### src/design/lsp_pkg.sv
// Shared types and constants for the LED strip pattern generator.
`default_nettype none

package lsp_pkg;

    typedef enum logic [1:0] {
        PAT_OFF     = 2'd0,
        PAT_RAINBOW = 2'd1,
        PAT_RUNNER  = 2'd2,
        PAT_BLINKER = 2'd3
    } pattern_t;

    typedef enum logic [1:0] {
        FRAME_BLACK   = 2'd0,
        FRAME_WHITE   = 2'd1,
        FRAME_RUNNER  = 2'd2,
        FRAME_RAINBOW = 2'd3
    } frame_kind_t;

    typedef enum logic {
        BACK_IDLE = 1'b0,
        BACK_RUN  = 1'b1
    } back_state_t;

    localparam logic MODE_UPDATE = 1'b0;
    localparam logic MODE_SET    = 1'b1;

    localparam logic [1:0] CFG_RAINBOW_INTERVAL = 2'd0;
    localparam logic [1:0] CFG_TOGGLE_INTERVAL  = 2'd1;
    localparam logic [1:0] CFG_BLINK_TOGGLES    = 2'd2;

    localparam logic [15:0] RAINBOW_INTERVAL_RESET = 16'd8;
    localparam logic [15:0] TOGGLE_INTERVAL_RESET  = 16'd100;
    localparam logic [3:0]  BLINK_TOGGLES_RESET    = 4'd12;

    // The hue counter runs through five turns of the wheel.
    localparam logic [10:0] HUE_LAST = 11'd1279;

    localparam int QUEUE_DEPTH = 4;
    localparam int QPTR_W      = 2;
    localparam int QCNT_W      = 3;

    typedef struct packed {
        frame_kind_t kind;
        logic        phase;
        logic [7:0]  hue;
    } frame_cmd_t;

    typedef struct packed {
        logic       first_valid;
        frame_cmd_t first;
        logic       second_valid;
        frame_cmd_t second;
    } frame_push_t;

endpackage

`default_nettype wire

### src/design/lsp_in_if.sv
// Input item channel: mode, time and pattern selection.
`default_nettype none

interface lsp_in_if;
    logic        valid;
    logic        ready;
    logic        mode;
    logic [31:0] now_ms;
    logic [1:0]  new_pattern;

    modport source (output valid, output mode, output now_ms, output new_pattern,
                    input ready);
    modport sink   (input valid, input mode, input now_ms, input new_pattern,
                    output ready);
endinterface

`default_nettype wire

### src/design/lsp_pix_if.sv
// Pixel result channel.
`default_nettype none

interface lsp_pix_if;
    logic       valid;
    logic       ready;
    logic [4:0] pixel_index;
    logic [7:0] red;
    logic [7:0] green;
    logic [7:0] blue;
    logic       last_in_frame;

    modport source (output valid, output pixel_index, output red, output green,
                    output blue, output last_in_frame, input ready);
    modport sink   (input valid, input pixel_index, input red, input green,
                    input blue, input last_in_frame, output ready);
endinterface

`default_nettype wire

### src/design/lsp_cfg_if.sv
// Configuration write channel.
`default_nettype none

interface lsp_cfg_if;
    logic        valid;
    logic        ready;
    logic [1:0]  index;
    logic [15:0] data;

    modport source (output valid, output index, output data, input ready);
    modport sink   (input valid, input index, input data, output ready);
endinterface

`default_nettype wire

### src/design/lsp_front.sv
// Front end: accepts items and configuration, keeps pattern state, issues frame commands.
`default_nettype none

module lsp_front (
    input  wire logic           clk,
    input  wire logic           rst_n,
    lsp_in_if.sink              item,
    lsp_cfg_if.sink             cfg,
    input  wire logic           room,
    output lsp_pkg::frame_push_t push
);
    import lsp_pkg::*;

    logic [15:0] rain_int_reg, rain_int_next;
    logic [15:0] tog_int_reg, tog_int_next;
    logic [3:0]  blink_tog_reg, blink_tog_next;
    pattern_t    pattern_reg, pattern_next;
    pattern_t    prev_reg, prev_next;
    logic [3:0]  blink_reg, blink_next;
    logic [10:0] hue_reg, hue_next;
    logic [31:0] last_ms_reg, last_ms_next;
    logic        phase_reg, phase_next;

    logic        accept;
    logic [31:0] elapsed;
    logic        rain_due;
    logic        tog_due;
    logic [3:0]  blink_inc;

    assign item.ready = room;
    assign cfg.ready  = 1'b1;
    assign accept     = item.valid && room;

    always_comb
    begin
        rain_int_next  = rain_int_reg;
        tog_int_next   = tog_int_reg;
        blink_tog_next = blink_tog_reg;
        if (cfg.valid)
        begin
            case (cfg.index)
                CFG_RAINBOW_INTERVAL: rain_int_next  = cfg.data;
                CFG_TOGGLE_INTERVAL:  tog_int_next   = cfg.data;
                CFG_BLINK_TOGGLES:    blink_tog_next = cfg.data[3:0];
                default: ;
            endcase
        end
    end

    always_comb
    begin
        pattern_next = pattern_reg;
        prev_next    = prev_reg;
        blink_next   = blink_reg;
        hue_next     = hue_reg;
        last_ms_next = last_ms_reg;
        phase_next   = phase_reg;
        push         = '0;
        elapsed      = item.now_ms - last_ms_reg;
        rain_due     = elapsed > {16'd0, rain_int_reg};
        tog_due      = elapsed > {16'd0, tog_int_reg};
        blink_inc    = blink_reg + 4'd1;

        if (accept)
        begin
            if (item.mode == MODE_SET)
            begin
                prev_next          = pattern_reg;
                pattern_next       = pattern_t'(item.new_pattern);
                blink_next         = 4'd0;
                hue_next           = 11'd0;
                last_ms_next       = 32'd0;
                push.first_valid   = 1'b1;
                push.first.kind    = FRAME_BLACK;
            end
            else
            begin
                case (pattern_reg)
                    PAT_RAINBOW:
                    begin
                        if (rain_due)
                        begin
                            last_ms_next     = item.now_ms;
                            push.first_valid = 1'b1;
                            push.first.kind  = FRAME_RAINBOW;
                            push.first.hue   = hue_reg[7:0];
                            hue_next = (hue_reg == HUE_LAST) ? 11'd0 : hue_reg + 11'd1;
                        end
                    end
                    PAT_RUNNER:
                    begin
                        if (tog_due)
                        begin
                            last_ms_next     = item.now_ms;
                            push.first_valid = 1'b1;
                            push.first.kind  = FRAME_RUNNER;
                            push.first.phase = phase_reg;
                            phase_next       = ~phase_reg;
                        end
                    end
                    PAT_BLINKER:
                    begin
                        if ((blink_reg < blink_tog_reg) && tog_due)
                        begin
                            last_ms_next     = item.now_ms;
                            push.first_valid = 1'b1;
                            push.first.kind  = phase_reg ? FRAME_BLACK : FRAME_WHITE;
                            phase_next       = ~phase_reg;
                            blink_next       = blink_inc;
                            // The final toggle restores the earlier pattern with a black frame.
                            if (blink_inc == blink_tog_reg)
                            begin
                                prev_next         = PAT_BLINKER;
                                pattern_next      = prev_reg;
                                blink_next        = 4'd0;
                                hue_next          = 11'd0;
                                last_ms_next      = 32'd0;
                                push.second_valid = 1'b1;
                                push.second.kind  = FRAME_BLACK;
                            end
                        end
                    end
                    default: ;
                endcase
            end
        end
    end

    always_ff @(posedge clk or negedge rst_n)
    begin
        if (!rst_n)
        begin
            rain_int_reg  <= RAINBOW_INTERVAL_RESET;
            tog_int_reg   <= TOGGLE_INTERVAL_RESET;
            blink_tog_reg <= BLINK_TOGGLES_RESET;
            pattern_reg   <= PAT_OFF;
            prev_reg      <= PAT_OFF;
            blink_reg     <= 4'd0;
            hue_reg       <= 11'd0;
            last_ms_reg   <= 32'd0;
            phase_reg     <= 1'b1;
        end
        else
        begin
            rain_int_reg  <= rain_int_next;
            tog_int_reg   <= tog_int_next;
            blink_tog_reg <= blink_tog_next;
            pattern_reg   <= pattern_next;
            prev_reg      <= prev_next;
            blink_reg     <= blink_next;
            hue_reg       <= hue_next;
            last_ms_reg   <= last_ms_next;
            phase_reg     <= phase_next;
        end
    end

endmodule

`default_nettype wire

### src/design/lsp_frame_queue.sv
// Short queue of frame commands between the front and back ends.
`default_nettype none

module lsp_frame_queue (
    input  wire logic                clk,
    input  wire logic                rst_n,
    input  wire lsp_pkg::frame_push_t push,
    output logic                     room,
    input  wire logic                pop,
    output lsp_pkg::frame_cmd_t      head,
    output logic                     nonempty
);
    import lsp_pkg::*;

    frame_cmd_t          entries [QUEUE_DEPTH];
    logic [QPTR_W-1:0]   wr_ptr_reg, wr_ptr_next;
    logic [QPTR_W-1:0]   rd_ptr_reg, rd_ptr_next;
    logic [QCNT_W-1:0]   count_reg, count_next;
    logic [QCNT_W-1:0]   push_cnt;

    // Room means space for the two frames that one item can cause.
    assign room     = count_reg <= QCNT_W'(QUEUE_DEPTH - 2);
    assign nonempty = count_reg != '0;
    assign head     = entries[rd_ptr_reg];
    assign push_cnt = QCNT_W'(push.first_valid) + QCNT_W'(push.second_valid);

    always_comb
    begin
        wr_ptr_next = wr_ptr_reg + QPTR_W'(push_cnt);
        rd_ptr_next = pop ? rd_ptr_reg + QPTR_W'(1) : rd_ptr_reg;
        count_next  = count_reg + push_cnt - QCNT_W'(pop);
    end

    always_ff @(posedge clk)
    begin
        if (push.first_valid)
        begin
            entries[wr_ptr_reg] <= push.first;
        end
        if (push.second_valid)
        begin
            entries[wr_ptr_reg + QPTR_W'(1)] <= push.second;
        end
    end

    always_ff @(posedge clk or negedge rst_n)
    begin
        if (!rst_n)
        begin
            wr_ptr_reg <= '0;
            rd_ptr_reg <= '0;
            count_reg  <= '0;
        end
        else
        begin
            wr_ptr_reg <= wr_ptr_next;
            rd_ptr_reg <= rd_ptr_next;
            count_reg  <= count_next;
        end
    end

endmodule

`default_nettype wire

### src/design/lsp_back.sv
// Back end: expands frame commands into pixels through an output register.
`default_nettype none

module lsp_back #(
    parameter int PIXEL_COUNT = 32
) (
    input  wire logic               clk,
    input  wire logic               rst_n,
    input  wire lsp_pkg::frame_cmd_t head,
    input  wire logic               nonempty,
    output logic                    pop,
    lsp_pix_if.source               pixel
);
    import lsp_pkg::*;

    localparam int         REM_W    = $clog2(PIXEL_COUNT) + 1;
    localparam int         STEP_Q   = 256 / PIXEL_COUNT;
    localparam int         STEP_R   = 256 % PIXEL_COUNT;
    localparam logic [4:0] LAST_IDX = 5'(PIXEL_COUNT - 1);

    back_state_t       state_reg, state_next;
    frame_cmd_t        cmd_reg, cmd_next;
    logic [4:0]        idx_reg, idx_next;
    logic [7:0]        quo_reg, quo_next;
    logic [REM_W-1:0]  rem_reg, rem_next;
    logic              out_valid_reg, out_valid_next;
    logic [4:0]        out_idx_reg;
    logic [7:0]        out_red_reg, out_green_reg, out_blue_reg;
    logic              out_last_reg;

    logic              advance;
    logic              last_pix;
    logic [REM_W-1:0]  rem_sum;
    logic [7:0]        wheel_pos;
    logic [7:0]        wheel_p;
    logic [7:0]        seg_q;
    logic [8:0]        seg_q3;
    logic [7:0]        tri_up;
    logic [7:0]        pix_red, pix_green, pix_blue;

    assign last_pix = idx_reg == LAST_IDX;

    // Output control.
    always_comb
    begin
        advance = 1'b0;
        pop     = 1'b0;
        case (state_reg)
            BACK_IDLE:
            begin
                pop = nonempty;
            end
            BACK_RUN:
            begin
                advance = !out_valid_reg || pixel.ready;
                pop     = advance && last_pix && nonempty;
            end
            default: ;
        endcase
    end

    // Next state.
    always_comb
    begin
        state_next = state_reg;
        case (state_reg)
            BACK_IDLE:
            begin
                if (nonempty)
                begin
                    state_next = BACK_RUN;
                end
            end
            BACK_RUN:
            begin
                if (advance && last_pix && !nonempty)
                begin
                    state_next = BACK_IDLE;
                end
            end
            default: state_next = BACK_IDLE;
        endcase
    end

    // Pixel position i*256/PIXEL_COUNT is kept as a running quotient and remainder.
    always_comb
    begin
        cmd_next = cmd_reg;
        idx_next = idx_reg;
        quo_next = quo_reg;
        rem_next = rem_reg;
        rem_sum  = rem_reg + REM_W'(STEP_R);
        if (pop)
        begin
            cmd_next = head;
            idx_next = 5'd0;
            quo_next = 8'd0;
            rem_next = '0;
        end
        else if (advance)
        begin
            idx_next = idx_reg + 5'd1;
            if (rem_sum >= REM_W'(PIXEL_COUNT))
            begin
                rem_next = rem_sum - REM_W'(PIXEL_COUNT);
                quo_next = quo_reg + 8'(STEP_Q) + 8'd1;
            end
            else
            begin
                rem_next = rem_sum;
                quo_next = quo_reg + 8'(STEP_Q);
            end
        end
    end

    // Color of the current pixel.
    always_comb
    begin
        wheel_pos = quo_reg + cmd_reg.hue;
        wheel_p   = ~wheel_pos;
        if (wheel_p < 8'd85)
        begin
            seg_q = wheel_p;
        end
        else if (wheel_p < 8'd170)
        begin
            seg_q = wheel_p - 8'd85;
        end
        else
        begin
            seg_q = wheel_p - 8'd170;
        end
        seg_q3 = {seg_q, 1'b0} + {1'b0, seg_q};
        tri_up = seg_q3[7:0];

        pix_red   = 8'd0;
        pix_green = 8'd0;
        pix_blue  = 8'd0;
        case (cmd_reg.kind)
            FRAME_WHITE:
            begin
                pix_red   = 8'd255;
                pix_green = 8'd255;
                pix_blue  = 8'd255;
            end
            FRAME_RUNNER:
            begin
                if (idx_reg[0] == cmd_reg.phase)
                begin
                    pix_blue = 8'd255;
                end
            end
            FRAME_RAINBOW:
            begin
                if (wheel_p < 8'd85)
                begin
                    pix_red  = 8'd255 - tri_up;
                    pix_blue = tri_up;
                end
                else if (wheel_p < 8'd170)
                begin
                    pix_green = tri_up;
                    pix_blue  = 8'd255 - tri_up;
                end
                else
                begin
                    pix_red   = tri_up;
                    pix_green = 8'd255 - tri_up;
                end
            end
            default: ;
        endcase
    end

    always_comb
    begin
        if (advance)
        begin
            out_valid_next = 1'b1;
        end
        else if (pixel.ready)
        begin
            out_valid_next = 1'b0;
        end
        else
        begin
            out_valid_next = out_valid_reg;
        end
    end

    always_ff @(posedge clk)
    begin
        cmd_reg <= cmd_next;
        quo_reg <= quo_next;
        rem_reg <= rem_next;
        idx_reg <= idx_next;
        if (advance)
        begin
            out_idx_reg   <= idx_reg;
            out_red_reg   <= pix_red;
            out_green_reg <= pix_green;
            out_blue_reg  <= pix_blue;
            out_last_reg  <= last_pix;
        end
    end

    always_ff @(posedge clk or negedge rst_n)
    begin
        if (!rst_n)
        begin
            state_reg     <= BACK_IDLE;
            out_valid_reg <= 1'b0;
        end
        else
        begin
            state_reg     <= state_next;
            out_valid_reg <= out_valid_next;
        end
    end

    assign pixel.valid         = out_valid_reg;
    assign pixel.pixel_index   = out_idx_reg;
    assign pixel.red           = out_red_reg;
    assign pixel.green         = out_green_reg;
    assign pixel.blue          = out_blue_reg;
    assign pixel.last_in_frame = out_last_reg;

endmodule

`default_nettype wire

### src/design/led_strip_pattern_generator.sv
// Top level of the LED strip pattern generator: front end, frame queue and pixel back end.
// An item causes zero, one or two frames of PIXEL_COUNT pixels; items are taken while the
// queue has room for two frames. The back end sends one pixel a cycle unless pixel.ready
// holds it off; frame commands go from the queue to the command register and pixels leave
// through the output register. Reset clears control state and restores the config registers.
`default_nettype none

module led_strip_pattern_generator #(
    parameter int PIXEL_COUNT = 32
) (
    input  wire logic clk,
    input  wire logic rst_n,
    lsp_in_if.sink    item,
    lsp_cfg_if.sink   cfg,
    lsp_pix_if.source pixel
);
    import lsp_pkg::*;

    frame_push_t push;
    frame_cmd_t  head;
    logic        room;
    logic        pop;
    logic        nonempty;

    lsp_front u_front (
        .clk   (clk),
        .rst_n (rst_n),
        .item  (item),
        .cfg   (cfg),
        .room  (room),
        .push  (push)
    );

    lsp_frame_queue u_queue (
        .clk      (clk),
        .rst_n    (rst_n),
        .push     (push),
        .room     (room),
        .pop      (pop),
        .head     (head),
        .nonempty (nonempty)
    );

    lsp_back #(
        .PIXEL_COUNT (PIXEL_COUNT)
    ) u_back (
        .clk      (clk),
        .rst_n    (rst_n),
        .head     (head),
        .nonempty (nonempty),
        .pop      (pop),
        .pixel    (pixel)
    );

endmodule

`default_nettype wire
### src/flat_wrapper.sv
// flat-port wrapper written by rule: the top's interface ports become plain ports
module led_strip_pattern_generator_flat import lsp_pkg::*;
#(
    parameter int PIXEL_COUNT = 32
)
  (clk, rst_n, item_valid, item_mode, item_now_ms, item_new_pattern, item_ready, cfg_valid, cfg_index, cfg_data, cfg_ready, pixel_valid, pixel_pixel_index, pixel_red, pixel_green, pixel_blue, pixel_last_in_frame, pixel_ready);
  lsp_in_if item_i ();
  lsp_cfg_if cfg_i ();
  lsp_pix_if pixel_i ();
  input  wire logic clk;
  input  wire logic rst_n;
  input wire logic [$bits(item_i.valid)-1:0] item_valid;
  input wire logic [$bits(item_i.mode)-1:0] item_mode;
  input wire logic [$bits(item_i.now_ms)-1:0] item_now_ms;
  input wire logic [$bits(item_i.new_pattern)-1:0] item_new_pattern;
  output wire logic [$bits(item_i.ready)-1:0] item_ready;
  input wire logic [$bits(cfg_i.valid)-1:0] cfg_valid;
  input wire logic [$bits(cfg_i.index)-1:0] cfg_index;
  input wire logic [$bits(cfg_i.data)-1:0] cfg_data;
  output wire logic [$bits(cfg_i.ready)-1:0] cfg_ready;
  output wire logic [$bits(pixel_i.valid)-1:0] pixel_valid;
  output wire logic [$bits(pixel_i.pixel_index)-1:0] pixel_pixel_index;
  output wire logic [$bits(pixel_i.red)-1:0] pixel_red;
  output wire logic [$bits(pixel_i.green)-1:0] pixel_green;
  output wire logic [$bits(pixel_i.blue)-1:0] pixel_blue;
  output wire logic [$bits(pixel_i.last_in_frame)-1:0] pixel_last_in_frame;
  input wire logic [$bits(pixel_i.ready)-1:0] pixel_ready;
  assign item_i.valid = item_valid;
  assign item_i.mode = item_mode;
  assign item_i.now_ms = item_now_ms;
  assign item_i.new_pattern = item_new_pattern;
  assign item_ready = item_i.ready;
  assign cfg_i.valid = cfg_valid;
  assign cfg_i.index = cfg_index;
  assign cfg_i.data = cfg_data;
  assign cfg_ready = cfg_i.ready;
  assign pixel_valid = pixel_i.valid;
  assign pixel_pixel_index = pixel_i.pixel_index;
  assign pixel_red = pixel_i.red;
  assign pixel_green = pixel_i.green;
  assign pixel_blue = pixel_i.blue;
  assign pixel_last_in_frame = pixel_i.last_in_frame;
  assign pixel_i.ready = pixel_ready;
  led_strip_pattern_generator #(.PIXEL_COUNT(PIXEL_COUNT)) u_core (.clk(clk), .rst_n(rst_n), .item(item_i), .cfg(cfg_i), .pixel(pixel_i));
endmodule
### config.mk
export PLATFORM = sky130hd
export DESIGN_NAME = led_strip_pattern_generator_flat
export DESIGN_NICKNAME = d
export VERILOG_FILES = /design/src/design/lsp_pkg.sv /design/src/design/lsp_in_if.sv /design/src/design/lsp_pix_if.sv /design/src/design/lsp_cfg_if.sv /design/src/design/lsp_front.sv /design/src/design/lsp_frame_queue.sv /design/src/design/lsp_back.sv /design/src/design/led_strip_pattern_generator.sv /design/src/flat_wrapper.sv
export SDC_FILE = /design/constraint.sdc
export NUM_CORES = 1
export LEC_CHECK = 0
export BUFFER_PORTS_ARGS = -buffer_cell sky130_fd_sc_hd__buf_2
export CAP_MARGIN = 25
export CORE_UTILIZATION = 50
export DETAILED_ROUTE_END_ITERATION = 8
export PLACE_DENSITY = 0.67
export SYNTH_ARGS = -nofsm -noshare
export SYNTH_HDL_FRONTEND = slang
export SYNTH_SLANG_ARGS = --single-unit
### constraint.sdc
create_clock -name clk -period 6.5 [get_ports clk]
set_clock_uncertainty 0.2 [all_clocks]
set_input_delay 0.975 -clock clk [delete_from_list [all_inputs] [get_ports clk]]
set_output_delay 0.975 -clock clk [all_outputs]
set_load 0.02 [all_outputs]
==> Word-level counts from Yosys, hierarchy flattened <==
Memory sizes are Yosys's and may differ from the RTL's. A register that Yosys moved wholly into a read port is not among the register bits.
Cells that the tools add are included.
Widths: inputs -> output; s select.
{ "classes": {"bitwise_logic": 4, "n_eq_ne": 18, "n_addsub": 18, "n_lt_le_gt_ge": 7, "n_mux": 65, "n_reduce_logical": 27} }
{ "op_table": {"columns": ["cell", "count"], "rows": [
  ["$mux 32", 5],
  ["$mux 8", 12],
  ["$pmux 32 s3", 1],
  ["$gt 32x16->1", 2],
  ["$mux 11", 5],
  ["$pmux 8 s2", 2],
  ["$sub 32x32->32", 1],
  ["$pmux 8 s3", 1],
  ["$pmux 11 s2", 1],
  ["$mux 4", 5],
  ["$mux 3", 6],
  ["$add 8x8->8", 2],
  ["$mux 2", 8],
  ["$mux 15", 1],
  ["$reduce_and 5->1", 3],
  ["$mux 1", 13],
  ["$mux 12", 1],
  ["$ne 3x3->1 const B", 4],
  ["$add 11x1->11 const B", 1],
  ["$eq 11x11->1 const B", 1],
  ["$eq 2x2->1 const B", 5],
  ["$reduce_bool 2->1", 5],
  ["$pmux 3 s3", 1],
  ["$add 8x1->8 const B", 1],
  ["other kinds (34)", 52]
]} }
{ "word_totals": {"ff_bits": 146, "elab_cells": 162, "ram_bits": 44, "inputBits": 58, "out_inout_bits": 33, "n_memories": 1} }
{ "memory_table": {"columns": ["memory", "depth", "word_bits", "rd", "rd_clocked_by_memory_dff", "write_ports", "line_no", "source"], "rows": [
  ["u_core.u_queue.entries", 4, 11, 1, 1, 2, "lsp_frame_queue.sv:15", "frame_cmd_t entries [QUEUE_DEPTH];"]
]} }

==> Logic depth before layout (Yosys ltp) <==
Gate-level depths: netlist of run 1.
{ "depth": {"word_depth": 10, "mapped_depth": 29, "ltp_nobuf": 27} }

==> Cells and area by module <==
Synthesis of run 1 repeated with hierarchy kept, for this count alone.
{ "hier_totals": {"cells_unflattened": 1357, "hier_area_um2": 13659.4} }
{ "by_module_without_submodules": {"columns": ["module", "seq_area_each_um2", "area_per_inst_um2", "n_inst", "cells_each"], "rows": [
  ["lsp_front", 2210.9, 7299.5, 1, 830],
  ["lsp_back", 1561.5, 3816.2, 1, 381],
  ["lsp_frame_queue", 1496.4, 2543.7, 1, 146]
]} }

==> Least setup slack after synthesis of run 1 <==
Ideal clock, no wire load.
{ "synth_timing": {"path_kind": "input port to flip-flop", "from": "input item_now_ms[0]", "to": "register u_core.u_queue.count_reg[2]", "slack_ns": 0.345, "setup_time_ns": 0.123, "required_ns": 6.177, "path_buffers": 2, "t_arrival_ns": 5.833, "stages": 29, "cell_sequence": "inv_1 ha_1 fa_1 nand2b_1 a21oi_1 nor2_1 nor2_1 nor2_1 xnor2_1 ha_1 o21ai_0 o21bai_1 a2111oi_0 o211ai_1 a21oi_1 nor4b_1 and3_1 buf_6 buf_6 nor2_1 o21ai_0 nand2_1 ha_1 inv_1 ha_1 inv_1 ha_1 fa_1 xnor2_1"} }
{ "synth_between": {"elab_chain_cells": 10, "elab_cells_between_ends": 16, "cone_classes": "4 x add/sub; 2 x order compare; 9 x mux; 1 x reduce/logical"} }
{ "synth_lines": {"columns": ["item", "line_no", "source"], "rows": [
  ["start: declaration", "flat_wrapper.sv:14", "input wire logic [$bits(item_i.now_ms)-1:0] item_now_ms;"],
  ["$sub 32x32->32 (*)", "lsp_front.sv:59", "elapsed = item.now_ms - last_ms_reg;"],
  ["$gt 32x16->1", "lsp_front.sv:61", "tog_due = elapsed > {16'd0, tog_int_reg};"],
  ["$logic_and 1x1->1", "lsp_front.sv:103", "if ((blink_reg < blink_tog_reg) && tog_due)"],
  ["$mux 3", "lsp_front.sv:103", null],
  ["$pmux 3 s3 / $mux 3 (equally long branches)", "lsp_front.sv:78", "case (pattern_reg)"],
  ["$mux 3 / $mux 12 (equally long branches)", "lsp_front.sv:66", "if (item.mode == MODE_SET)"],
  ["$mux 15 (*)", "lsp_front.sv:64", "if (accept)"],
  ["$add 1x1->2 (*)", "lsp_frame_queue.sv:25", "assign push_cnt = QCNT_W'(push.first_valid) + QCNT_W'(push.second_valid);"],
  ["$add 3x2->3 (*)", "lsp_frame_queue.sv:31", "count_next = count_reg + push_cnt - QCNT_W'(pop);"],
  ["$sub 3x1->3 (*)", "lsp_frame_queue.sv:31", null],
  ["via u_core.u_queue.count_next[2]", "lsp_frame_queue.sv:18", "logic [QCNT_W-1:0] count_reg, count_next;"],
  ["end signal: assignment", "lsp_frame_queue.sv:58", "count_reg <= count_next;"],
  ["end: declaration", "lsp_frame_queue.sv:18", null]
]} }
The timed path passes the listed nets; every way through them passes the cells marked *.
A chain may end at the register's enable or synchronous reset.

==> Worst setup path after layout of run 1 <==
Same ends and word-level chain as after synthesis.

==> metrics, run 1 <==
setup violation total in the final timing report 0; Sw Ratio 0.4590; run status finished, final reports clean; unrepaired setup endpoints after global routing no; initial antenna violation count 0; share of synthesized flip-flops with an asynchronous set or reset 0.4949; sequential share of power 0.243; power dissipated by switching net loads between 3 and 4 mW; Root Buffer Master sky130_fd_sc_hd__clkbuf_16; maximum number of pins on one net before global-route repair 69; estimated wirelength of the detail-placed design 22,840 um; final critical delay including setup and external delays 5.975 ns; core area about 0.025 sq mm; most used flip-flop cell after synthesis sky130_fd_sc_hd__dfrtp_1; highest clock frequency the design can meet approximately 0.17 GHz; Top delay family on crit path adder cells; post-route worst setup slack about 0.52 ns; FF-to-FF path depth 22; Starting Density 0.5121; NumNets Final ~1.7k; clock tree from TritonCTS yes; critical path peak fanout 3; Die Area 0.02659 sq mm; Setup Crit Path Kind in -> reg; Crit. Startpoint item_now_ms[0]; leakage power of the design ~6.3 nW; total placed cells including tap cells around 1.8k; most common cell after layout, fill and taps aside sky130_fd_sc_hd__inv_1; hold violation count in the final report 0; total clock sinks 196; start of the worst register-to-register path u_core.u_back.cmd_reg[0]$_DFFE_PP_; Crit path required time around 6.6 ns; post-route insts no fill around 1.8k; summed negative setup slack over all endpoints 0 ns; Placed Instance Area ~0.014 sq mm; total congestion overflow 0; P per Cell Area 588.9 mW/mm^2; Worst-path clk slew ~0.080 ns; Slew Limit Headroom 0.3790; # Max-Cap Violations 0; arrival time at the worst endpoint 6.10 ns; Cells after Synth 1,428; highest-delay cell along the critical path sky130_fd_sc_hd__a2111oi_0; number of warnings issued by yosys 0; first-pass GRT wire length just over 50,000 um; number of flip-flops under the largest register name 44; area occupied by registers ~0.0048 sq mm; Post-Synthesis Net Count 1,604; final clock period utilization by the worst path 0.9192; Crit Reg-Reg Endpoint u_core.u_back.pixel.green[7]$_DFFE_PP_; DRT iter0 DRCs between 600 and 700; count of buffers inserted at the top-level ports slightly below 90; Initial DRT Pass Iterations 6; endpoint type of the worst setup path flip-flop; via/cell ratio slightly below 6; Int Pwr around 4.6 mW; Total Routed Length 30,770 um; multi-input gate area in the final layout between 0.007 and 0.008 sq mm; startpoint kind of the worst setup timing path primary input; post-DR wirelength/cell 16.80 um; gr usage total 0.2403; share of the yosys chip area belonging to registers 0.3723; worst-case vdd ir drop about 0.46 mV; FP Rows 58; number of pins exceeding their max-slew limit in the final report 0; antenna viol nets, final 0; number of remaining DRC errors 0; part of the power in the clock network 0.133; number of global-route vias before repair 10.17k; vias after detailed routing ~11k; width of the die between 150 and 200 um; Hold/Removal Path Class in -> async; worst-case clock buffer depth 2; most frequent cell on the critical path sky130_fd_sc_hd__ha_1; final instance area around 0.014 sq mm; number of I/O pins 91; total setup buffers inserted after CTS 0; share of final-layout standard cells stronger than drive strength 1 0.1532; most frequent cells in the layout sky130_fd_sc_hd__inv_1 (140), sky130_fd_sc_hd__nand2_1 (130), sky130_fd_sc_hd__a21oi_1 (116); Worst Tran Pin Value between 0.9 and 1 ns; CTS H-tree lvls 4; worst setup timing slack at the placement stage -0.02721 ns; average cell area after synthesis about 9 sq um; part of the power in combinational logic 0.624; relative area change from synthesis to final layout 10.23%; Post-Route Hold Slack roughly 0.24 ns; Num CTS Buffers 17; total standard cell area after synthesis approximately 0.013 sq mm; gpl congestion ~0.90; synth unique cells ~80; number of flops mapped to enable cells by yosys 41; Antenna diodes 0; vertical die dimension 163.1 um; total of flip-flops plus latches after synthesis between 150 and 200; Worst path max stage delay 0.41 ns; number of filler cells placed in the layout 2,275; clock latency on the worst-skew pair around 0.45 ns; CP bufs+invs 4; setup slack of the most critical reg-to-reg path 0.73 ns
-- per-layer routing --
layer,routed length (um),vias to the layer above,GRT usage
li1,-,5224,-
met1,14790,5095,0.3432
met2,14220,307,0.3899
met3,1371,31,0.02412
met4,388,0,0.05905
met5,0,-,0
-- kinds of logic after synthesis --
kind of cell	after synthesis	share of synthesized area
and+or+nand+nor	426	0.1708
DFF	196	0.3723
xor gates and xnor gates	61	0.04119
buffers and inverters	209	0.06656
AOI/OAI and AO/OA	374	0.1868
other	1	0.0002891
adders and majority gates	118	0.1161
muxes	43	0.04592
-- worst max-delay path by stage --
| stage | endpoint | slack [ns] | cells past startpoint |
|---|---|---|---|
| 2_1_floorplan | u_core.u_queue.count_reg[2]$_DFF_PN0_ | 0.34 | 29 |
| 3_3_place_gp | u_core.u_queue.count_reg[2]$_DFF_PN0_ | 0.13 | 28 |
| 3_5_place_dp | u_core.u_queue.count_reg[2]$_DFF_PN0_ | -0.03 | 28 |
| 4_1_cts | u_core.u_queue.count_reg[2]$_DFF_PN0_ | 0.38 | 28 |
| 5_1_grt | u_core.u_queue.count_reg[2]$_DFF_PN0_ | 0.008 | 28 |
| 6_report | u_core.u_queue.count_reg[2]$_DFF_PN0_ | 0.52 | 28 |
-- power groups by stage --
stage                     Sequential (mW)  Clock (mW)  Combinational [mW]
after floorplan                      2.06           0                3.99
after global placement               2.05           0                5.07
after detailed placement             2.06           0                5.18
after CTS                            2.04        1.13                5.23
after global routing                 2.10        1.18                5.96
final                                2.04        1.12                5.26
-- cell type report --
type	instances	area share
clock buffers	19	0.03326
well taps	330	0.02888
clock inverters	13	0.01103
repair buffers	108	0.04131
multi-input cells	1023	0.5105
flip-flops and latches	196	0.3377
inverters	142	0.03728
-- cell usage after synthesis (all sizes together) (4+ instances only) --
library cell | number | area (sq um)
nand3 | 22 | 110.1
o21a | 13 | 97.59
or3 | 12 | 85.08
o32ai | 4 | 87.58
nor3 | 86 | 540.5
dfxtp | 58 | 1161
a211oi | 20 | 170.2
dfrtp | 90 | 2252
and4 | 5 | 43.79
nand2 | 130 | 488.0
o31a | 4 | 35.03
ha | 114 | 1426
o31ai | 17 | 127.6
o211ai | 10 | 75.07
nor4bb | 8 | 80.08
and3 | 13 | 81.33
buf | 31 | 195.2
inv | 141 | 529.3
nand2b | 15 | 93.84
a21boi | 11 | 82.58
dfstp | 7 | 183.9
a31oi | 6 | 37.54
mux2i | 10 | 100.1
clkbuf | 36 | 135.1
o21bai | 11 | 82.58
o22ai | 33 | 206.5
nor2b | 13 | 81.33
o32a | 4 | 40.04
nand4 | 29 | 187.7
mux4 | 11 | 247.7
edfxtp | 41 | 1231
nor2 | 73 | 284.0
mux2 | 22 | 247.7
xnor2 | 38 | 332.8
a21oi | 118 | 601.8
o21ai | 81 | 416.7
and2 | 6 | 37.54
fa | 4 | 80.08
xor2 | 23 | 201.4
a21o | 13 | 97.59
-- through the flow --
stage,power (mW),utilization
after CTS,8.409,0.5642
after detailed placement,7.246,0.5392
final,8.419,0.5645
after global placement,7.128,0.5392
after global routing,9.236,0.5645
after floorplan,6.047,-
-- repair_timing --
action                     4_1_cts  5_1_grt
setup endpoints to repair        0        2
resized for setup                0        1
hold endpoints to repair         0        0
hold buffers                     0        0
No activity file was read; power rests on OpenSTA's default activity.
==> inputs of run 2 (changes only) <==
--- a/config.mk
+++ b/config.mk
@@ -5,10 +5,12 @@
 export SDC_FILE = /design/constraint.sdc
 export NUM_CORES = 1
 export LEC_CHECK = 0
+export ABC_AREA = 1
 export BUFFER_PORTS_ARGS = -buffer_cell sky130_fd_sc_hd__buf_2
 export CAP_MARGIN = 25
 export CORE_UTILIZATION = 50
 export DETAILED_ROUTE_END_ITERATION = 8
+export HOLD_SLACK_MARGIN = 0.12
 export PLACE_DENSITY = 0.67
 export SYNTH_ARGS = -nofsm -noshare
 export SYNTH_HDL_FRONTEND = slang
==> metrics, run 2 <==
run status finished, final reports clean; total clock sinks 196 (unchanged); number of I/O pins 91 (unchanged); unrepaired setup endpoints after global routing no; worst setup timing slack at the placement stage 0.7318 ns (+0.7590 ns); via/cell ratio 5.065 (-13%); Worst Tran Pin Value 1.022 ns (+0.1030 ns); synth unique cells 48 (-41%); post-route insts no fill 2,389 (+30%); clock latency on the worst-skew pair 0.45 ns (about the same); Synth area leader sky130_fd_sc_hd__dfrtp_1; total congestion overflow 0 (unchanged); most used flip-flop cell after synthesis sky130_fd_sc_hd__dfrtp_1; top post-synthesis cells by count sky130_fd_sc_hd__nand2_1 (537), sky130_fd_sc_hd__inv_1 (348), sky130_fd_sc_hd__nor2_1 (140); area occupied by registers 0.004828 sq mm (unchanged); estimated wirelength of the detail-placed design 24,270 um (+6.3%); antenna viol nets, final 0 (unchanged); Crit path required time 6.48 ns (-0.14 ns); Cells after Synth 1,969 (+38%); gr usage total 0.2321 (-0.008210); most congested layer reported by global routing met2; FF-to-FF path depth 23 (+4.5%); share of the yosys chip area belonging to registers 0.3504 (-0.02190); final core area utilization 0.5610 (-0.003451); hold violation count in the final report 0 (unchanged); total placed cells including tap cells 2,355 (+31%); FP Rows 60 (+3.4%); total power draw 8.566 mW (+1.8%); number of pins exceeding their max-slew limit in the final report 0 (unchanged); Slew Limit Headroom 0.3165 (-0.06254); sequential share of power 0.234 (-0.009); most common cell after layout, fill and taps aside sky130_fd_sc_hd__nand2_1; leakage power of the design 8.229 nW (+32%); worst-case vdd ir drop 0.3776 mV (-18%); # Max-Cap Violations 0 (unchanged); number of flip-flops under the largest register name 44 (unchanged); number of flops mapped to enable cells by yosys 41 (unchanged); final instance area 0.01516 sq mm (+6.1%); total of flip-flops plus latches after synthesis 196 (unchanged); post-DR wirelength/cell 13.24 um (-21%); final clock period utilization by the worst path 0.8482 (-0.07100); final critical delay including setup and external delays 5.514 ns (-0.4615 ns); Int Pwr 4.353 mW (-4.4%); Initial DRT Pass Iterations 5 (-1); width of the die 168.0 um (+3.0%); number of gates given a new drive strength after cts 0 (unchanged); total standard cell area after synthesis 0.01378 sq mm (+6.3%); average cell area after synthesis 6.999 sq um (-23%); Post-Synthesis Net Count 2,145 (+34%); Sw Ratio 0.4919 (+0.03293); setup violation total in the final timing report 0 (unchanged); Antenna diodes 0 (unchanged); NumNets Final 2,211 (+33%); Post-Route Hold Slack 0.2322 ns (-0.008141 ns); share of final-layout standard cells stronger than drive strength 1 0.09766 (-0.05557); total setup buffers inserted after CTS 0 (unchanged); maximum number of pins on one net before global-route repair 74 (+7.2%); number of filler cells placed in the layout 2,534 (+11%); number of warnings issued by yosys 0 (unchanged); setup slack of the most critical reg-to-reg path 0.99 ns (+0.26 ns); worst-case clock buffer depth 2 (unchanged); number of global-route vias before repair 11.22k (+10%); startpoint kind of the worst setup timing path flip-flop; cell types with the largest area share after synthesis sky130_fd_sc_hd__dfrtp_1 (16%), sky130_fd_sc_hd__nand2_1 (15%), sky130_fd_sc_hd__ha_1 (10%); Total Routed Length 31,630 um (+2.8%); Worst-path clk slew 0.08 ns (about the same); Starting Density 0.5099 (-0.002196); endpoint type of the worst setup path flip-flop; Crit Reg-Reg Endpoint u_core.u_back.pixel.blue[7]$_DFFE_PP_; summed negative setup slack over all endpoints 0 ns (unchanged); vias after detailed routing 12.10k (+14%); M2 GR Usage 0.3737 (-0.01621); most frequent cells in the layout sky130_fd_sc_hd__nand2_1 (537), sky130_fd_sc_hd__inv_1 (348), sky130_fd_sc_hd__nor2_1 (140); critical path peak fanout 13 (+10); number of remaining DRC errors 0 (unchanged); count of buffers inserted at the top-level ports 89 (unchanged); multi-input gate area in the final layout 0.007263 sq mm (-0.48%); clock tree from TritonCTS yes; Num CTS Buffers 17 (unchanged); # hold bufs at CTS 0 (unchanged); Setup Crit Path Kind reg -> reg; Placed Instance Area 0.01449 sq mm (+6.1%); global routing met1 resource utilization 0.3258 (-0.01737); start of the worst register-to-register path u_core.u_back.cmd_reg[0]$_DFFE_PP_; Die Area 0.02823 sq mm (+6.2%); highest clock frequency the design can meet 0.1814 GHz (+8.4%); P per Cell Area 565.0 mW/mm^2 (-4.1%); vertical die dimension 168.0 um (+3.0%); CTS H-tree lvls 4 (unchanged); Hold/Removal Path Class in -> async; met3 layer usage reported by global route 0.03409 (+0.009962); Root Buffer Master sky130_fd_sc_hd__clkbuf_16; core area 0.02703 sq mm (+6.7%); power dissipated by switching net loads 4.214 mW (+9.1%); share of synthesized flip-flops with an asynchronous set or reset 0.4949 (unchanged); part of the power in combinational logic 0.634 (+0.010); relative area change from synthesis to final layout 10.02%; DRT iter0 DRCs 776 (+23%); initial antenna violation count 0 (unchanged); most frequently used cell type in the post-synthesis netlist sky130_fd_sc_hd__nand2_1; arrival time at the worst endpoint 5.49 ns (-0.61 ns); Synth top area share 0.1634 (-0.01022); gpl congestion 0.9774 (+8.9%); part of the power in the clock network 0.132 (about the same); post-route worst setup slack 0.9865 ns (+0.4615 ns); first-pass GRT wire length 53,450 um (+3.8%)
run 2: cell count changes after synthesis, sizes merged, moves of 32 or more:
cell   before  now
nand2     130  566
nor2       73  149
nand4      29   68
nand3      22   83
o22ai      33    1
inv       141  358
o21ai      81  135
nor3       86   16
run 2: layout make-up:
type | instances | share of cell area
clock buffers | 17 | 0.02806
clock inverters | 15 | 0.01353
inverters | 381 | 0.09432
multi-input cells | 1339 | 0.4790
flip-flops and latches | 196 | 0.3185
well taps | 341 | 0.02814
repair buffers | 100 | 0.03846
run 2: how the worst max path moves through the flow:
stage,from,slack [ns],to,depth (start not counted)
2_1_floorplan,item_now_ms[0],1.32,u_core.u_queue.count_reg[2]$_DFF_PN0_,29
3_3_place_gp,item_now_ms[0],0.90,u_core.u_queue.count_reg[2]$_DFF_PN0_,30
3_5_place_dp,item_now_ms[0],0.73,u_core.u_queue.count_reg[2]$_DFF_PN0_,30
4_1_cts,u_core.u_back.cmd_reg[0]$_DFFE_PP_,1.03,u_core.u_back.pixel.blue[7]$_DFFE_PP_,23
5_1_grt,u_core.u_back.cmd_reg[0]$_DFFE_PP_,0.47,u_core.u_back.pixel.blue[7]$_DFFE_PP_,23
6_report,u_core.u_back.cmd_reg[0]$_DFFE_PP_,0.99,u_core.u_back.pixel.blue[7]$_DFFE_PP_,23
run 2: kinds of logic (layout without fill, tap and decap cells):
family | after synthesis | count (layout) | share of synthesized area
DFF | 196 | 196 | 0.3504
buffers and inverters | 434 | 513 | 0.1228
AOI/OAI and AO/OA | 267 | 267 | 0.1029
and+or+nand+nor | 902 | 902 | 0.2819
xor gates and xnor gates | 51 | 51 | 0.03241
other | 1 | 1 | 0.0002721
adders and majority gates | 118 | 118 | 0.1093
run 2: worst max-delay path, cell delays in order (launching register included):
cell,delay (ns)
sky130_fd_sc_hd__edfxtp_1,0.37
sky130_fd_sc_hd__ha_1,0.23
sky130_fd_sc_hd__fa_1,0.41
sky130_fd_sc_hd__xor2_1,0.38
sky130_fd_sc_hd__a21oi_1,0.17
sky130_fd_sc_hd__o21ai_0,0.30
sky130_fd_sc_hd__nand2_1,0.09
sky130_fd_sc_hd__nand2_1,0.38
sky130_fd_sc_hd__inv_1,0.37
sky130_fd_sc_hd__a221oi_1,0.63
sky130_fd_sc_hd__ha_1,0.39
sky130_fd_sc_hd__nand3_1,0.10
sky130_fd_sc_hd__and2_1,0.16
sky130_fd_sc_hd__nor2_1,0.05
sky130_fd_sc_hd__nor2_1,0.10
sky130_fd_sc_hd__nor2_1,0.05
sky130_fd_sc_hd__nor2_1,0.18
sky130_fd_sc_hd__xnor2_1,0.17
sky130_fd_sc_hd__inv_1,0.07
sky130_fd_sc_hd__ha_1,0.18
sky130_fd_sc_hd__nor2_1,0.10
sky130_fd_sc_hd__nor2_1,0.04
sky130_fd_sc_hd__nand2_1,0.07
sky130_fd_sc_hd__nand2_1,0.05
run 2: layer usage:
metal / up-vias / part of all wire / wire, um
met5: - / 0 / 0
met4: 0 / 0.012 / 387
met3: 26 / 0.052 / 1658
met2: 287 / 0.44 / 14000
met1: 5429 / 0.49 / 15580
li1: 6358 / - / -
run 2: power groups by stage:
stage | logic [mW] | registers (mW) | clock network, mW
3_3_place_gp | 5.22 | 2.01 | 0
3_5_place_dp | 5.36 | 2.03 | 0
6_report | 5.43 | 2.00 | 1.13
4_1_cts | 5.41 | 2.01 | 1.15
5_1_grt | 6.25 | 2.06 | 1.21
2_1_floorplan | 4.01 | 2.08 | 0
==> inputs of run 3 (changes only) <==
--- a/config.mk
+++ b/config.mk
@@ -11,7 +11,7 @@
 export CORE_UTILIZATION = 50
 export DETAILED_ROUTE_END_ITERATION = 8
 export HOLD_SLACK_MARGIN = 0.12
-export PLACE_DENSITY = 0.67
+export PLACE_DENSITY = 0.69
 export SYNTH_ARGS = -nofsm -noshare
 export SYNTH_HDL_FRONTEND = slang
 export SYNTH_SLANG_ARGS = --single-unit
==> constraint.sdc (replaced) <==
create_clock -name clk -period 4.5 [get_ports clk]
set_clock_uncertainty 0.2 [all_clocks]
set_input_delay 0.675 -clock clk [delete_from_list [all_inputs] [get_ports clk]]
set_output_delay 0.675 -clock clk [all_outputs]
set_load 0.02 [all_outputs]
==> metrics, run 3 (synthesized netlist as in run 2, its figures left out) <==
estimated wirelength of the detail-placed design 25,680 um (+5.8%); via/cell ratio 5.021 (-0.87%); highest clock frequency the design can meet 0.2148 GHz (+18%); critical path peak fanout 4 (-9); core area 0.02703 sq mm (unchanged); endpoint type of the worst setup path flip-flop; Antenna diodes 0 (unchanged); # hold bufs at CTS 0 (unchanged); worst setup timing slack at the placement stage -0.6375 ns (-1.369 ns); # Max-Cap Violations 0 (unchanged); width of the die 168.0 um (unchanged); final clock period utilization by the worst path 1.034 (+0.1861); Hold/Removal Path Class in -> async; initial antenna violation count 0 (unchanged); Total Routed Length 34,520 um (+9.2%); total clock sinks 196 (unchanged); run status complete, but fails checks; DRT iter0 DRCs 868 (+12%); NumNets Final 2,370 (+7.2%); Initial DRT Pass Iterations 7 (+2); CP bufs+invs 4 (+2); Worst Tran Pin Value 0.8907 ns (-0.1317 ns); arrival time at the worst endpoint 4.83 ns (-0.66 ns); post-DR wirelength/cell 13.55 um (+2.3%); gr usage total 0.2495 (+0.01739); startpoint kind of the worst setup timing path flip-flop; clock latency on the worst-skew pair 0.44 ns (about the same); number of pins exceeding their max-slew limit in the final report 0 (unchanged); unrepaired setup endpoints after global routing yes; CTS H-tree lvls 4 (unchanged); Worst-path clk slew 0.08 ns (about the same); Setup Crit Path Kind reg -> reg; count of buffers inserted at the top-level ports 89 (unchanged); Root Buffer Master sky130_fd_sc_hd__clkbuf_16; post-route worst setup slack -0.1546 ns (-1.141 ns); vertical die dimension 168.0 um (unchanged); failing checks setup timing; final core area utilization 0.6385 (+0.07745); Worst path max stage delay 0.51 ns (-0.12 ns); share of final-layout standard cells stronger than drive strength 1 0.2220 (+0.1244); first-pass GRT wire length 57,630 um (+7.8%); total congestion overflow 0 (unchanged); number of global-route vias before repair 12.19k (+8.7%); vias after detailed routing 12.79k (+5.7%); number of flip-flops under the largest register name 44 (unchanged); final critical delay including setup and external delays 4.655 ns (-0.8589 ns); Die Area 0.02823 sq mm (unchanged); summed negative setup slack over all endpoints -0.3118 ns (-0.3118 ns); Crit path required time 4.68 ns (-1.80 ns); hold violation count in the final report 0 (unchanged); clock tree from TritonCTS yes; Starting Density 0.5099 (unchanged); FP Rows 60 (unchanged); highest-delay cell along the critical path sky130_fd_sc_hd__fa_2; setup violation total in the final timing report 3 (+3); most common cell after layout, fill and taps aside sky130_fd_sc_hd__nand2_1; Post-Route Hold Slack 0.1435 ns (-0.08866 ns); gpl congestion 0.9588 (-1.9%); relative area change from synthesis to final layout 25.21%; Slew Limit Headroom 0.4040 (+0.08753); antenna viol nets, final 0 (unchanged); most frequent cells in the layout sky130_fd_sc_hd__nand2_1 (506), sky130_fd_sc_hd__inv_1 (337), sky130_fd_sc_hd__buf_4 (160); Top delay family on crit path simple AND/OR/NAND/NOR gates; number of remaining DRC errors 0 (unchanged); Num CTS Buffers 17 (unchanged); number of I/O pins 91 (unchanged); worst-case clock buffer depth 2 (unchanged); maximum number of pins on one net before global-route repair 68 (-8.1%)
## run 3: cell types whose count changed in the layout (fill, tap and decap cells not counted), moves of 9 or more
cell,delta
sky130_fd_sc_hd__o21ai_0,-9
sky130_fd_sc_hd__xor2_2,+12
sky130_fd_sc_hd__nand2_2,+24
sky130_fd_sc_hd__a21oi_2,+11
sky130_fd_sc_hd__buf_4,+152
sky130_fd_sc_hd__inv_2,+9
sky130_fd_sc_hd__inv_1,-11
sky130_fd_sc_hd__ha_4,+23
sky130_fd_sc_hd__ha_1,-27
sky130_fd_sc_hd__nand2_1,-31
sky130_fd_sc_hd__a21oi_1,-12
sky130_fd_sc_hd__xor2_1,-15
## run 3: routing by layer
metal	up-vias	wire (um)	GRT usage
li1	6658	-	-
met1	5811	16500	0.3376
met2	286	16060	0.4208
met3	38	1373	0.03315
met4	0	590	0.06183
met5	-	0	0
## run 3: path summary, 6_finish.rpt
| path | startpoint | to | slack (ns) | cells past startpoint |
|---|---|---|---|---|
| max in group asynchronous | rst_n | u_core.u_front.last_ms_reg[22]$_DFFE_PN0P_ | 2.94 | 2 |
| worst max register to register | u_core.u_front.last_ms_reg[5]$_DFFE_PN0P_ | u_core.u_queue.count_reg[1]$_DFF_PN0_ | -0.15 | 27 |
| worst min-delay path | rst_n | u_core.u_front.rain_int_reg[7]$_DFFE_PN0P_ | 0.14 | 1 |
| min in group clk | cfg_data[5] | u_core.u_front.tog_int_reg[5]$_DFFE_PN1P_ | 0.27 | 3 |
| worst max-delay path | u_core.u_front.last_ms_reg[5]$_DFFE_PN0P_ | u_core.u_queue.count_reg[1]$_DFF_PN0_ | -0.15 | 27 |
| worst min register to register | u_core.u_back.quo_reg[7]$_SDFFE_PP0P_ | u_core.u_back.quo_reg[7]$_SDFFE_PP0P_ | 0.28 | 1 |
## run 3: metrics by stage
| step | cells | instance area (sq um) |
|---|---|---|
| after global routing | 2548 | 17260 |
| after floorplan | 1969 | 13960 |
| after global placement | 2489 | 15690 |
| final | 2548 | 17260 |
| after detailed placement | 2489 | 15690 |
| after CTS | 2538 | 16720 |
## run 3: worst reg2reg max path, stage by stage (launching register included)
cell	delay [ns]
sky130_fd_sc_hd__dfrtp_1	0.39
sky130_fd_sc_hd__inv_1	0.09
sky130_fd_sc_hd__ha_4	0.21
sky130_fd_sc_hd__nand2_1	0.13
sky130_fd_sc_hd__inv_1	0.05
sky130_fd_sc_hd__nand2_1	0.10
sky130_fd_sc_hd__nand3_2	0.14
sky130_fd_sc_hd__nand2_1	0.10
sky130_fd_sc_hd__nand2_2	0.09
sky130_fd_sc_hd__xor2_4	0.19
sky130_fd_sc_hd__ha_4	0.28
sky130_fd_sc_hd__nand4_1	0.13
sky130_fd_sc_hd__nor3_2	0.23
sky130_fd_sc_hd__nand4_1	0.15
sky130_fd_sc_hd__nor3_1	0.16
sky130_fd_sc_hd__nand2_1	0.09
sky130_fd_sc_hd__nand2_2	0.10
sky130_fd_sc_hd__nand3_4	0.12
sky130_fd_sc_hd__nand3_4	0.11
sky130_fd_sc_hd__nand3_2	0.08
sky130_fd_sc_hd__nand2_2	0.07
sky130_fd_sc_hd__a21oi_2	0.05
sky130_fd_sc_hd__ha_1	0.32
sky130_fd_sc_hd__inv_1	0.05
sky130_fd_sc_hd__ha_1	0.26
sky130_fd_sc_hd__inv_1	0.04
sky130_fd_sc_hd__ha_2	0.16
sky130_fd_sc_hd__fa_2	0.51
## run 3: repair_timing
item,in CTS,in global routing
resized for setup,53,91
pin swaps,29,46
endpoints found under the setup margin,10,60
endpoints found under the hold margin,0,0
buffers inserted,17,11
## run 3: area by class of cell
type	instances	area (sq um)
Fill cell	2373	9771
Sequential cell	196	4828
Timing Repair Buffer	259	1808
Inverter	381	1453
Clock inverter	15	201.4
Clock buffer	17	425.4
Multi-Input combinational cell	1339	8113
Tap cell	341	426.7
Power of run 3 is not shown: default switching activity piles up to over one toggle a cycle in this logic, so the estimate is an artifact.
